--- src/design/box_table_collision_and_nearest_macros.svh ---
// Assertion macros shared by the box table modules.
`ifndef BOX_TABLE_COLLISION_AND_NEAREST_MACROS_SVH
`define BOX_TABLE_COLLISION_AND_NEAREST_MACROS_SVH

// Same-cycle implication, checked on every rising clock edge outside reset.
`define BTCN_ASSERT_NOW(label, ante, cons, msg) \
   label: assert property (@(posedge clock) disable iff (reset) (ante) |-> (cons)) \
      else $error(msg);

// Next-cycle implication, checked on every rising clock edge outside reset.
`define BTCN_ASSERT_NEXT(label, ante, cons, msg) \
   label: assert property (@(posedge clock) disable iff (reset) (ante) |=> (cons)) \
      else $error(msg);

`endif

--- src/design/btcn_pkg.sv ---
// Types, constants and codes shared by the box table modules.
`timescale 1ns / 1ps

package btcn_pkg;

   // Default table depth.
   localparam int BTCN_MAX_BOXES = 64;

   // Room geometry in Q8.8.
   localparam int Q_ONE     = 256;
   localparam int WALL      = 10 * Q_ONE;
   localparam int DOOR_HALF = 2 * Q_ONE;
   localparam int DOOR_TOP  = 8 * Q_ONE;

   // Datapath widths: box end, doubled center offset, square, sum of squares.
   localparam int END_W  = 17;
   localparam int D_W    = 19;
   localparam int SQ_W   = 35;
   localparam int DIST_W = 37;

   // Item kinds.
   typedef enum logic [1:0] {
      MODE_ADD  = 2'd0,
      MODE_MOVE = 2'd1,
      MODE_NEAR = 2'd2,
      MODE_NONE = 2'd3
   } mode_type;

   typedef struct packed {
      logic [1:0]         mode;
      logic signed [15:0] point_a_x;
      logic signed [15:0] point_a_y;
      logic signed [15:0] point_a_z;
      logic signed [15:0] point_b_x;
      logic signed [15:0] point_b_y;
      logic signed [15:0] point_b_z;
   } req_type;

   typedef struct packed {
      logic               move_allowed;
      logic               table_full;
      logic               box_found;
      logic [5:0]         nearest_index;
      logic signed [15:0] nearest_corner_x;
      logic signed [15:0] nearest_corner_y;
      logic signed [15:0] nearest_corner_z;
      logic signed [15:0] nearest_size_x;
      logic signed [15:0] nearest_size_y;
      logic signed [15:0] nearest_size_z;
   } rsp_type;

   // One stored box.
   typedef struct packed {
      logic signed [15:0] corner_x;
      logic signed [15:0] corner_y;
      logic signed [15:0] corner_z;
      logic signed [15:0] size_x;
      logic signed [15:0] size_y;
      logic signed [15:0] size_z;
   } box_type;

   // Controller to datapath.
   typedef struct packed {
      logic load;
      logic wr_en;
      logic rd_en;
      logic respond;
      logic refused;
   } ctl_cmd_type;

   // Datapath to controller.
   typedef struct packed {
      logic pipe_busy;
   } dp_status_type;

endpackage

--- src/design/btcn_ctrl.sv ---
// Controller: sequences add, scan, drain and respond for each item.
`timescale 1ns / 1ps
`include "box_table_collision_and_nearest_macros.svh"

module btcn_ctrl import btcn_pkg::*; #(
   parameter int MAX_BOXES = BTCN_MAX_BOXES,
   localparam int IDX_W = (MAX_BOXES > 1) ? $clog2(MAX_BOXES) : 1,
   localparam int CNT_W = $clog2(MAX_BOXES + 1)
) (
   input  logic             clock,
   input  logic             reset,
   input  logic             start,
   input  logic [1:0]       req_mode,
   input  dp_status_type    status,
   output logic             busy,
   output logic             rsp_strobe,
   output ctl_cmd_type      cmd,
   output logic [IDX_W-1:0] addr
);

   typedef enum logic [2:0] {
      ST_IDLE,
      ST_WRITE,
      ST_SCAN,
      ST_WAIT,
      ST_FINISH
   } state_type;

   state_type        state_ff;
   logic [CNT_W-1:0] count_ff;
   logic [IDX_W-1:0] scan_ff;
   logic             refused_ff;
   logic             rsp_strobe_ff;

   logic accept;
   logic full;
   logic last;

   assign accept = start && (state_ff == ST_IDLE);
   assign full   = (count_ff == CNT_W'(MAX_BOXES));
   assign last   = ((CNT_W'(scan_ff) + CNT_W'(1)) == count_ff);

   // Drive datapath commands from the state.
   assign cmd.load    = accept;
   assign cmd.wr_en   = (state_ff == ST_WRITE);
   assign cmd.rd_en   = (state_ff == ST_SCAN);
   assign cmd.respond = (state_ff == ST_FINISH);
   assign cmd.refused = refused_ff;
   assign addr        = (state_ff == ST_WRITE) ? count_ff[IDX_W-1:0] : scan_ff;

   // Hold state, box count and the result strobe.
   always_ff @(posedge clock) begin
      if (reset) begin
         state_ff      <= ST_IDLE;
         count_ff      <= '0;
         scan_ff       <= '0;
         refused_ff    <= 1'b0;
         rsp_strobe_ff <= 1'b0;
      end else begin
         rsp_strobe_ff <= 1'b0;
         case (state_ff)
            ST_IDLE: begin
               if (accept) begin
                  refused_ff <= 1'b0;
                  scan_ff    <= '0;
                  case (mode_type'(req_mode))
                     MODE_ADD: begin
                        if (full) begin
                           refused_ff <= 1'b1;
                           state_ff   <= ST_FINISH;
                        end else begin
                           state_ff <= ST_WRITE;
                        end
                     end
                     MODE_MOVE, MODE_NEAR: begin
                        state_ff <= (count_ff == '0) ? ST_WAIT : ST_SCAN;
                     end
                     default: state_ff <= ST_FINISH;
                  endcase
               end
            end
            ST_WRITE: begin
               count_ff <= count_ff + CNT_W'(1);
               state_ff <= ST_FINISH;
            end
            ST_SCAN: begin
               scan_ff <= scan_ff + IDX_W'(1);
               if (last) state_ff <= ST_WAIT;
            end
            ST_WAIT: begin
               if (!status.pipe_busy) state_ff <= ST_FINISH;
            end
            ST_FINISH: begin
               rsp_strobe_ff <= 1'b1;
               state_ff      <= ST_IDLE;
            end
            default: state_ff <= ST_IDLE;
         endcase
      end
   end

   assign busy       = (state_ff != ST_IDLE);
   assign rsp_strobe = rsp_strobe_ff;

   // Writes stay inside the table.
   `BTCN_ASSERT_NOW(a_write_room, cmd.wr_en, !full, "write into full table")
   // Reads only touch stored boxes.
   `BTCN_ASSERT_NOW(a_read_stored, cmd.rd_en, CNT_W'(addr) < count_ff, "read past box count")
   // An accepted item keeps the block busy until its result.
   `BTCN_ASSERT_NEXT(a_accept_busy, accept, busy, "not busy after accept")
   // A result comes out while the block is free again.
   `BTCN_ASSERT_NOW(a_strobe_idle, rsp_strobe, !busy, "result strobe while busy")

endmodule

--- config.mk ---
export PLATFORM = sky130hd
export DESIGN_NAME = btcn_ctrl
export DESIGN_NICKNAME = d
export VERILOG_FILES = /design/src/design/btcn_pkg.sv /design/src/design/btcn_ctrl.sv
export VERILOG_INCLUDE_DIRS = /design/src /design/src/design
export SDC_FILE = /design/constraint.sdc
export NUM_CORES = 1
export LEC_CHECK = 0
export BUFFER_PORTS_ARGS = -buffer_cell sky130_fd_sc_hd__buf_2
export CORE_MARGIN = 5
export CORE_UTILIZATION = 35
export CTS_CLUSTER_DIAMETER = 200
export CTS_CLUSTER_SIZE = 10
export DETAILED_ROUTE_END_ITERATION = 6
export GPL_TIMING_DRIVEN = 0
export SYNTH_ARGS = -nofsm -noshare
export SYNTH_HDL_FRONTEND = slang
export SYNTH_SLANG_ARGS = --single-unit
--- constraint.sdc ---
create_clock -name clock -period 2.15 [get_ports clock]
set_clock_uncertainty 0.15 [all_clocks]
set_input_delay 0.645 -clock clock [delete_from_list [all_inputs] [get_ports clock]]
set_output_delay 0.645 -clock clock [all_outputs]
set_load 0.1 [all_outputs]
After elaboration in Yosys (flattened, before gate mapping)
Index checks and enable logic that the tools add are counted.
{"block": "totals", "regBits": 18, "in_bits": 6}
{"block": "op_classes", "n_addsub": 3, "eq_ne": 11, "mux": 13, "n_reduce_logical": 10}
{"op": "two-way mux 3 bit", "count": 4}
{"op": "two-way mux 6 bit", "count": 2}
{"op": "one-hot mux 3 bit (4 select lines)", "count": 1}
{"op": "one-hot mux 6 bit (2 select lines)", "count": 1}
{"op": "adder 6 x 1 -> 7 bit (second input constant)", "count": 1}
{"op": "adder 7 x 1 -> 7 bit (second input constant)", "count": 1}
{"op": "equality test 7 bit", "count": 1}
{"op": "equality test 7 bit (second input constant)", "count": 1}
{"op": "logical NOT 7 bit", "count": 1}
{"op": "adder 6 x 1 -> 6 bit (second input constant)", "count": 1}
{"op": "equality test 3 x 2 -> 1 bit (second input constant)", "count": 2}
{"op": "one-hot mux 3 bit (2 select lines)", "count": 1}
{"op": "two-way mux 1 bit", "count": 4}
{"op": "inequality test 2 bit (second input constant)", "count": 2}
{"op": "AND reduction 2 bit", "count": 2}
{"op": "equality test 3 x 1 -> 1 bit (second input constant)", "count": 1}
{"op": "equality test 3 bit (second input constant)", "count": 1}
{"op": "logical NOT 3 bit", "count": 1}
{"op": "AND reduction 3 bit", "count": 1}
{"op": "nonzero test 3 bit", "count": 1}
{"op": "equality test 2 x 1 -> 1 bit (second input constant)", "count": 1}
{"op": "equality test 2 bit (second input constant)", "count": 1}
{"op": "logical NOT 2 bit", "count": 1}
{"op": "inequality test 2 x 1 -> 1 bit (second input constant)", "count": 1}
{"op": "3 further kinds", "count": 3}

Logic depth before layout (Yosys ltp)
Gate-level depths: netlist (run 1).
{"block": "depth", "word_depth": 5, "mapped_depth": 7, "depth_no_buf": 6}

Worst setup path after synthesis (run 1)
OpenSTA, ideal clock, no wires.
{"block": "synth_timing", "kind": "reg2out", "start": "register state_ff[1]", "end": "output port cmd[1] in the netlist's numbering", "arrival_time_ns": 2.675, "required_time_ns": 1.355, "slack_ns": -1.320, "stages_incl_launch_ff": 3, "n_path_buf": 1, "path_cell_list": "dfxtp_1 > buf_6 > nor3b_1"}
{"element": "start, declared", "line_no": "btcn_ctrl.sv:29", "rtl": "state_type state_ff;"}
{"element": "start signal, assigned", "line_no": "btcn_ctrl.sv:76", "rtl": "state_ff <= (count_ff == '0) ? ST_WAIT : ST_SCAN;"}
{"element": "end, declared", "line_no": "btcn_ctrl.sv:17", "rtl": "output ctl_cmd_type cmd,"}

Final worst setup path (run 1)
{"block": "layout_timing", "start": "register state_ff[2]", "end": "output port addr[2]"}
{"block": "layout_between", "elab_chain_len": 2}
{"element": "equality test 3 x 1 -> 1 bit", "line_no": "btcn_ctrl.sv:49", "rtl": "assign addr = (state_ff == ST_WRITE) ? count_ff[IDX_W-1:0] : scan_ff;"}
{"element": "two-way mux 6 bit", "line_no": "btcn_ctrl.sv:49"}
{"element": "end, declared", "line_no": "btcn_ctrl.sv:18", "rtl": "output logic [IDX_W-1:0] addr"}
Every way passes these cells.

==> flow_summary.yaml, run 1 <==
drt:
  vias: 1082
  wl_um: 2920
  vias_per_cell: 5.03
  avgRoutedWirePerCell_um: 13.6
  wl_met1_um: 1380
  drt_iter0_drc: 98
  dr_wl_met2_um: 1400
  dr_wl_met3_um: 132
  ant_nets: 0
  route.detailed.drc: 0
  dr.pass1.iters: 4
  top_layer: "met4"
job:
  maxCapViolCount: 0
floorplanning:
  dieHeight_um: 67.8
  die_area_um2: 4590
  die_w_um: 67.8
  num_rows: 21
  core-area_um2: 3280
  start_util: 0.355
  pin_count: 19
yosys:
  synth_edf_count: 0
  ys_types: 41
  synth-async-reset-ratio: 0
  ys_ff_latch: 18
  ys_warn_count: 0
  syn_nets: 151
  netlist_instances: 140
  syn_avg_cell_area_um2: 8.34
  ys_seq_area_frac: 0.309
  synth_top_flop_cell: "dfxtp_1"
  netlist_area_um2: 1170
sta:
  fin_crit_sh: 1.12
  setup_viol: 10
  rsz0062_at_grt: "true"
  hold_viol_final: 0
  maxSlewHeadroom: 0.678
  setup_tns_ns: -1.95
  worstMarginPinSlew_ns: 0.486
  timing.final.ws_setup_ns: -0.264
  fmax_mhz: 414
  drv_slew: 0
  period_needed_ns: 2.41
critical_path:
  critPathKind: "reg -> out"
  cp-end-kind: "output pin"
  slowest_stage: "dfxtp_4"
  crit_chain: "nor3b_4 > buf_12 > mux2_4 > buf_12"
  cp-start-kind: "flop"
  critPathArrivalTime_ns: 1.62
  cp_common_cell: "buf_12"
  r2r_cells: 7
  worstPathRequired_ns: 1.35
  cp_max_fo: 7
  slowest_delay_ns: 0.38
cts:
  cts_sinks: 18
  cts_tree: "built"
  clock_latency_ns: 0.30
  clockBufferDepth: 2
  cts_root_buffer: "clkbuf_4"
  hold_buffers: 0
  clk_pin_slew_ns: 0.11
  cts_htree_levels: 1
  numCtsBuffers: 3
global_route:
  groute.usage.overall: 0.145
  grt_pass1_wl_um: 4990
  first_global_vias: 1028
  overflow: 0
  grt_max_degree: 11
  antenna_found_initial: 0
final_layout:
  syn_to_final_growth_pct: 38.4
  layout_common_cells: "nor2_1 (22), dfxtp_1 (14), buf_4 (10), buf_2 (9), a21oi_1 (9)"
  design_area_um2: 1620
  antenna_cells: 0
  nets: 181
  fillers: 327
  layout_commonest_cell: "nor2_1"
  final_layout_size_suffix_gt1_frac: 0.325
place:
  placed_cell_area_um2: 1350
  pre_cts_ws_ns: -0.327
  port_buffers: 17
  place_congestion: 0.762
  dpl.hpwl_um: 1980
status:
  violations: "negative setup slack"
  status: "complete, but fails checks"
worst_hold_path:
  hold_path_class: "reg -> reg"
  hold_depth: 1
power_and_ir_drop:
  ir_drop_uv: 686
  p_leak_uw: 0.000675
  powerDensity_nw_per_um2: 921
==> cells in the mapped netlist (2+ instances only) <==
cell type	n	share of area
nor4_1	2	0.011
nor3b_1	2	0.013
o21ai_0	2	0.0086
buf_4	2	0.013
or3_1	2	0.011
nand2_1	5	0.016
dfxtp_1	18	0.31
mux2_2	6	0.058
xor2_1	6	0.045
inv_1	8	0.026
nor2_1	23	0.074
clkbuf_1	2	0.0064
ha_1	5	0.054
nand3_1	6	0.026
xnor2_1	8	0.060
nor3_1	2	0.0086
and4_1	2	0.015
buf_6	3	0.029
nand4_1	2	0.011
a21oi_1	9	0.039
buf_2	3	0.013
a31oi_1	2	0.011
and3_1	2	0.011
==> flip-flops by register name, summed over array words and instances (netlist names) <==
register and cells:
rsp_strobe 1, count_ff 7, scan_ff 6, refused_ff 1
state_ff 3
==> cell type report <==
type | instances | area [um^2] | area share
timing repair buffer | 25 | 273 | 0.169
buffer | 10 | 86.3 | 0.0534
sequential | 18 | 373 | 0.231
inverter | 8 | 33.8 | 0.0209
tap | 46 | 57.6 | 0.0356
clock buffer | 4 | 36.3 | 0.0225
multi-input combinational | 104 | 756 | 0.468
==> metrics by stage <==
step,std cells,util,power [uW],hold slack (ns)
floorplan,140,-,983,0.306
global placement,203,0.412,1080,0.321
detailed placement,203,0.412,1090,0.341
CTS,214,0.485,1480,0.371
global route,215,0.492,1580,0.387
finish,215,0.492,1490,0.353
==> routing by layer <==
layer | global-route usage | up-vias
li1 | - | 548
met1 | 0.194 | 513
met2 | 0.230 | 19
met3 | 0.0483 | 2
met4 | 0.0228 | 0
met5 | 0 | -
==> critical path, delay by kind of cell, from the launching register on <==
family,cells,cell delay [ns]
simple gates,1,0.27
flops,1,0.38
mux,1,0.32
buf+inv,2,0.33
==> what timing repair did <==
action | in CTS | in global routing
endpoints found under the setup margin | 11 | 12
gates resized for setup | 43 | 5
gates cloned | 0 | 0
setup buffers | 7 | 1
pin swaps | 1 | 0
==> power breakdown <==
group,switching [uW],leakage [uW],total [uW],internal [uW]
Clock,119,0.0000210,222,103
Sequential,43.4,0.000148,413,369
Combinational,523,0.000506,852,329
Total,686,0.000675,1490,802
==> final timing paths <==
check                            from                        to  slack, ns
max          state_ff[2]$_SDFFE_PP0P_                   addr[2]      -0.26
max reg2reg   scan_ff[0]$_SDFFE_PP0P_  state_ff[0]$_SDFFE_PP0P_       0.20
min           scan_ff[0]$_SDFFE_PP0P_   scan_ff[0]$_SDFFE_PP0P_       0.35
min reg2reg   scan_ff[0]$_SDFFE_PP0P_   scan_ff[0]$_SDFFE_PP0P_       0.35
==> logic make-up after synthesis <==
logic type               synth area share
adder cells (fa/ha/maj)            0.0536
AND/OR/NAND/NOR                     0.251
multiplexers                       0.0579
buffers and inverters              0.0868
flip-flops                          0.309
XOR/XNOR                            0.105
AO/OA/AOI/OAI                       0.137
No activity file was read; power rests on OpenSTA's default activity.
==> run 2: changes to the inputs <==
--- a/config.mk
+++ b/config.mk
@@ -12,7 +12,6 @@
 export CTS_CLUSTER_DIAMETER = 200
 export CTS_CLUSTER_SIZE = 10
 export DETAILED_ROUTE_END_ITERATION = 6
-export GPL_TIMING_DRIVEN = 0
 export SYNTH_ARGS = -nofsm -noshare
 export SYNTH_HDL_FRONTEND = slang
 export SYNTH_SLANG_ARGS = --single-unit
==> flow_summary.yaml, run 2 (synthesis gave the netlist of run 1 again) <==
status:
  status: "complete, but fails checks"
  violations: "negative setup slack"
critical_path:
  cp_max_fo: 7
  setup.worst_path.start: "state_ff[0]$_SDFFE_PP0P_"
  cp-end-kind: "output pin"
  r2r-start: "scan_ff[1]$_SDFFE_PP0P_"
  worstPathRequired_ns: 1.35
  critPathArrivalTime_ns: 1.52
  critPathKind: "reg -> out"
  cp-start-kind: "flop"
global_route:
  antenna_found_initial: 0
  groute.usage.overall: 0.131
  grtUsageMet1: 0.176
  met2_usage: 0.198
  grt_use_met3: 0.0216
  first_global_vias: 1009
  grt_max_degree: 19
  grt_pass1_wl_um: 4550
  top_usage_layer: "met2"
  overflow: 0
floorplanning:
  dieHeight_um: 67.8
  die_area_um2: 4590
  die_w_um: 67.8
  start_util: 0.355
  pin_count: 19
  core-area_um2: 3280
  num_rows: 21
final_layout:
  regMostFlops: "count_ff"
  final_layout_size_suffix_gt1_frac: 0.290
  final_cell_count_no_fill: 208
  antenna_cells: 0
  layout_commonest_cell: "nor2_1"
  design_area_um2: 1560
  fillers: 330
  nets: 174
  layout_common_cells: "nor2_1 (22), dfxtp_1 (16), buf_12 (11), a21oi_1 (9), buf_4 (9)"
  syn_to_final_growth_pct: 33.7
  ff_latch_area_um2: 363
  reg.largest.list: "count_ff (7), scan_ff (6), state_ff (3)"
  largest_reg_flops: 7
  final_core_util: 0.475
  multi_input_area_um2: 736
power_and_ir_drop:
  ir_drop_uv: 421
  powerDensity_nw_per_um2: 940
  p_leak_uw: 0.000642
cts:
  cts_root_buffer: "clkbuf_4"
  cts_tree: "built"
  clockBufferDepth: 2
  cts_htree_levels: 1
  clock_latency_ns: 0.29
  numCtsBuffers: 3
  cts_sinks: 18
  clk_pin_slew_ns: 0.11
worst_hold_path:
  hold_path_class: "reg -> reg"
  holdCritStartpoint: "refused_ff$_SDFFE_PP0P_"
sta:
  fmax_mhz: 432
  fin_crit_sh: 1.08
  period_needed_ns: 2.31
  drv_slew: 0
  worstMarginPinSlew_ns: 0.489
  timing.final.ws_setup_ns: -0.164
  hold_viol_final: 0
  setup_viol: 10
  maxSlewHeadroom: 0.677
  rsz0062_at_grt: "true"
place:
  placed_cell_area_um2: 1480
  place_congestion: 0.745
  dpl.hpwl_um: 1960
  dpl.cell_count: 202
  port_buffers: 18
job:
  maxCapViolCount: 0
drt:
  drt_iter0_drc: 37
  avgRoutedWirePerCell_um: 12.6
  ant_nets: 0
  vias_per_cell: 4.96
  wl_um: 2630
  dr.pass1.iters: 4
  route.detailed.drc: 0
  vias: 1031
==> run 2: worst paths after layout <==
kind / cells after the start / endpoint / slack [ns]
max reg2reg: 6 / state_ff[0]$_SDFFE_PP0P_ / 0.22
max: 4 / addr[0] / -0.16
min reg2reg: 2 / refused_ff$_SDFFE_PP0P_ / 0.34
min: 2 / refused_ff$_SDFFE_PP0P_ / 0.34
==> run 2: per-layer routing <==
layer	part of all wire	vias up	wire, um
li1	-	529	-
met1	0.52	480	1360
met2	0.43	18	1130
met3	0.032	4	85
met4	0.020	0	52
met5	0	-	0
==> run 2: final cells by class <==
| cell class | count | area share |
|---|---|---|
| sequential | 18 | 0.233 |
| tap | 46 | 0.0369 |
| inverter | 8 | 0.0217 |
| multi-input combinational | 104 | 0.472 |
| clock buffer | 4 | 0.0233 |
| timing repair buffer | 28 | 0.214 |
==> run 2: timing repair <==
item                       4_1_cts  5_1_grt
resized for setup                9        0
setup buffers                    2        0
pin swaps                        2        2
setup endpoints to repair       10       10
hold buffers                     0        0
==> run 2: critical path, cell delays in order (launching register included) <==
cell     delay (ns)
dfxtp_2        0.36
nor3b_2        0.19
buf_6          0.18
mux2_4         0.33
buf_12         0.17
==> run 2: power by group <==
part | total (uW) | leakage [uW] | internal (uW) | switching [uW]
clock | 212 | 0.0000210 | 103 | 109
sequential | 392 | 0.000147 | 364 | 28.0
combinational | 862 | 0.000474 | 342 | 521
total | 1470 | 0.000642 | 809 | 658
==> run 2: per-stage QoR <==
step / hold WS [ns] / total power (uW) / setup TNS [ns] / setup slack, ns
floorplan: 0.306 / 983 / -0.796 / -0.323
detailed placement: 0.330 / 1200 / 0 / 0.0986
global route: 0.406 / 1550 / -1.66 / -0.210
global placement: 0.325 / 1190 / 0 / 0.127
finish: 0.343 / 1470 / -1.07 / -0.164
CTS: 0.356 / 1480 / -1.26 / -0.183
==> run 3: changes to the inputs <==
--- a/config.mk
+++ b/config.mk
@@ -10,8 +10,8 @@
 export CORE_MARGIN = 5
 export CORE_UTILIZATION = 35
 export CTS_CLUSTER_DIAMETER = 200
-export CTS_CLUSTER_SIZE = 10
 export DETAILED_ROUTE_END_ITERATION = 6
+export RECOVER_POWER = 100
 export SYNTH_ARGS = -nofsm -noshare
 export SYNTH_HDL_FRONTEND = slang
 export SYNTH_SLANG_ARGS = --single-unit
==> flow_summary.yaml, run 3 (synthesis gave the netlist of run 1 again) <==
drt:
  ant_nets: 0
  avgRoutedWirePerCell_um: 12.6
  drt_iter0_drc: 38
  vias: 1057
  dr.pass1.iters: 4
  vias_per_cell: 5.08
  route.detailed.drc: 0
  wl_um: 2620
power_and_ir_drop:
  p_leak_uw: 0.000628
  ir_drop_uv: 391
  powerDensity_nw_per_um2: 938
  power_uw: 1440
final_layout:
  nets: 174
  syn_to_final_growth_pct: 31.8
  fillers: 331
  largest_reg_flops: 7
  antenna_cells: 0
  reg.largest.list: "count_ff (7), scan_ff (6), state_ff (3)"
  regMostFlops: "count_ff"
  final_layout_size_suffix_gt1_frac: 0.265
  layout_commonest_cell: "nor2_1"
  layout_common_cells: "nor2_1 (22), dfxtp_1 (16), buf_12 (11), a21oi_1 (9), xnor2_1 (8)"
sta:
  setup_tns_ns: -1.14
  fin_crit_sh: 1.07
  rsz0062_at_grt: "true"
  period_needed_ns: 2.31
  hold_viol_final: 0
  worstMarginPinSlew_ns: 0.544
  setup_viol: 11
  drv_slew: 0
  timing.final.ws_setup_ns: -0.160
  maxSlewHeadroom: 0.639
  fmax_mhz: 433
critical_path:
  cp_max_fo: 7
  critPathArrivalTime_ns: 1.52
  r2r_slack_ns: 0.08
  cp-start-kind: "flop"
  critPathCapture: "addr[0]"
  r2r_cells: 6
  critPathKind: "reg -> out"
  setup.worst_path.start: "state_ff[0]$_SDFFE_PP0P_"
  regToRegEndpoint: "state_ff[0]$_SDFFE_PP0P_"
  worstPathRequired_ns: 1.35
  r2r-start: "scan_ff[1]$_SDFFE_PP0P_"
  cp-end-kind: "output pin"
place:
  place_congestion: 0.745
  pre_cts_ws_ns: 0.0986
  dpl.hpwl_um: 1960
  port_buffers: 18
floorplanning:
  start_util: 0.355
  pin_count: 19
  dieHeight_um: 67.8
  die_area_um2: 4590
  num_rows: 21
  die_w_um: 67.8
  core-area_um2: 3280
worst_hold_path:
  hold_path_class: "reg -> reg"
  hold_depth: 2
cts:
  hold_buffers: 0
  numCtsBuffers: 3
  clk_pin_slew_ns: 0.11
  clockBufferDepth: 2
  cts_sinks: 18
  cts_htree_levels: 1
  cts_tree: "built"
  clock_latency_ns: 0.29
  cts_root_buffer: "clkbuf_4"
job:
  maxCapViolCount: 0
status:
  violations: "negative setup slack"
  status: "complete, but fails checks"
global_route:
  grt_max_degree: 19
  groute.usage.overall: 0.131
  overflow: 0
  first_global_vias: 1009
  antenna_found_initial: 0
  grt_pass1_wl_um: 4550
run 3: worst max-delay path: stages, from the launching register on:
cell and delay (ns):
dfxtp_2 0.36, nor3b_2 0.19, buf_6 0.17, mux2_4 0.32, buf_12 0.17
run 3: worst min-delay path by stage:
| stage | slack (ns) | from | end |
|---|---|---|---|
| after global placement | 0.32 | refused_ff$_SDFFE_PP0P_ | refused_ff$_SDFFE_PP0P_ |
| after global routing | 0.41 | refused_ff$_SDFFE_PP0P_ | refused_ff$_SDFFE_PP0P_ |
| final | 0.35 | refused_ff$_SDFFE_PP0P_ | refused_ff$_SDFFE_PP0P_ |
| after detailed placement | 0.33 | refused_ff$_SDFFE_PP0P_ | refused_ff$_SDFFE_PP0P_ |
| after CTS | 0.36 | refused_ff$_SDFFE_PP0P_ | refused_ff$_SDFFE_PP0P_ |
| after floorplan | 0.31 | refused_ff$_SDFFE_PP0P_ | refused_ff$_SDFFE_PP0P_ |
run 3: report_power, final:
| part | switching, uW | internal (uW) |
|---|---|---|
| Clock | 110 | 103 |
| Sequential | 27.9 | 364 |
| Combinational | 514 | 324 |
run 3: repair_timing:
action | 4_1_cts | 5_1_grt
setup endpoints to repair | 10 | 10
setup buffers | 2 | 0
resized for setup | 9 | 0
pin swaps | 2 | 2
run 3: per-stage QoR:
| step | util | hold WS, ns | area, um^2 | instances |
|---|---|---|---|---|
| after floorplan | - | 0.306 | 1210 | 140 |
| after global placement | 0.451 | 0.325 | 1480 | 202 |
| after detailed placement | 0.451 | 0.330 | 1480 | 202 |
| after CTS | 0.475 | 0.356 | 1560 | 208 |
| after global routing | 0.469 | 0.410 | 1540 | 208 |
| final | 0.469 | 0.348 | 1540 | 208 |
run 3: layout make-up:
type	count	area [um^2]	share of cell area
multi-input cells	104	724	0.471
flip-flops and latches	18	363	0.236
clock buffers	4	36.3	0.0236
repair buffers	28	327	0.212
well taps	46	57.6	0.0374
inverters	8	31.3	0.0203
run 3: metal layers:
metal / vias to the layer above / GRT usage / routed length, um
met3: 4 / 0.0216 / 85
met5: - / 0 / 0
li1: 528 / - / -
met4: 0 / 0.0709 / 52
met1: 503 / 0.176 / 1330
met2: 22 / 0.198 / 1150
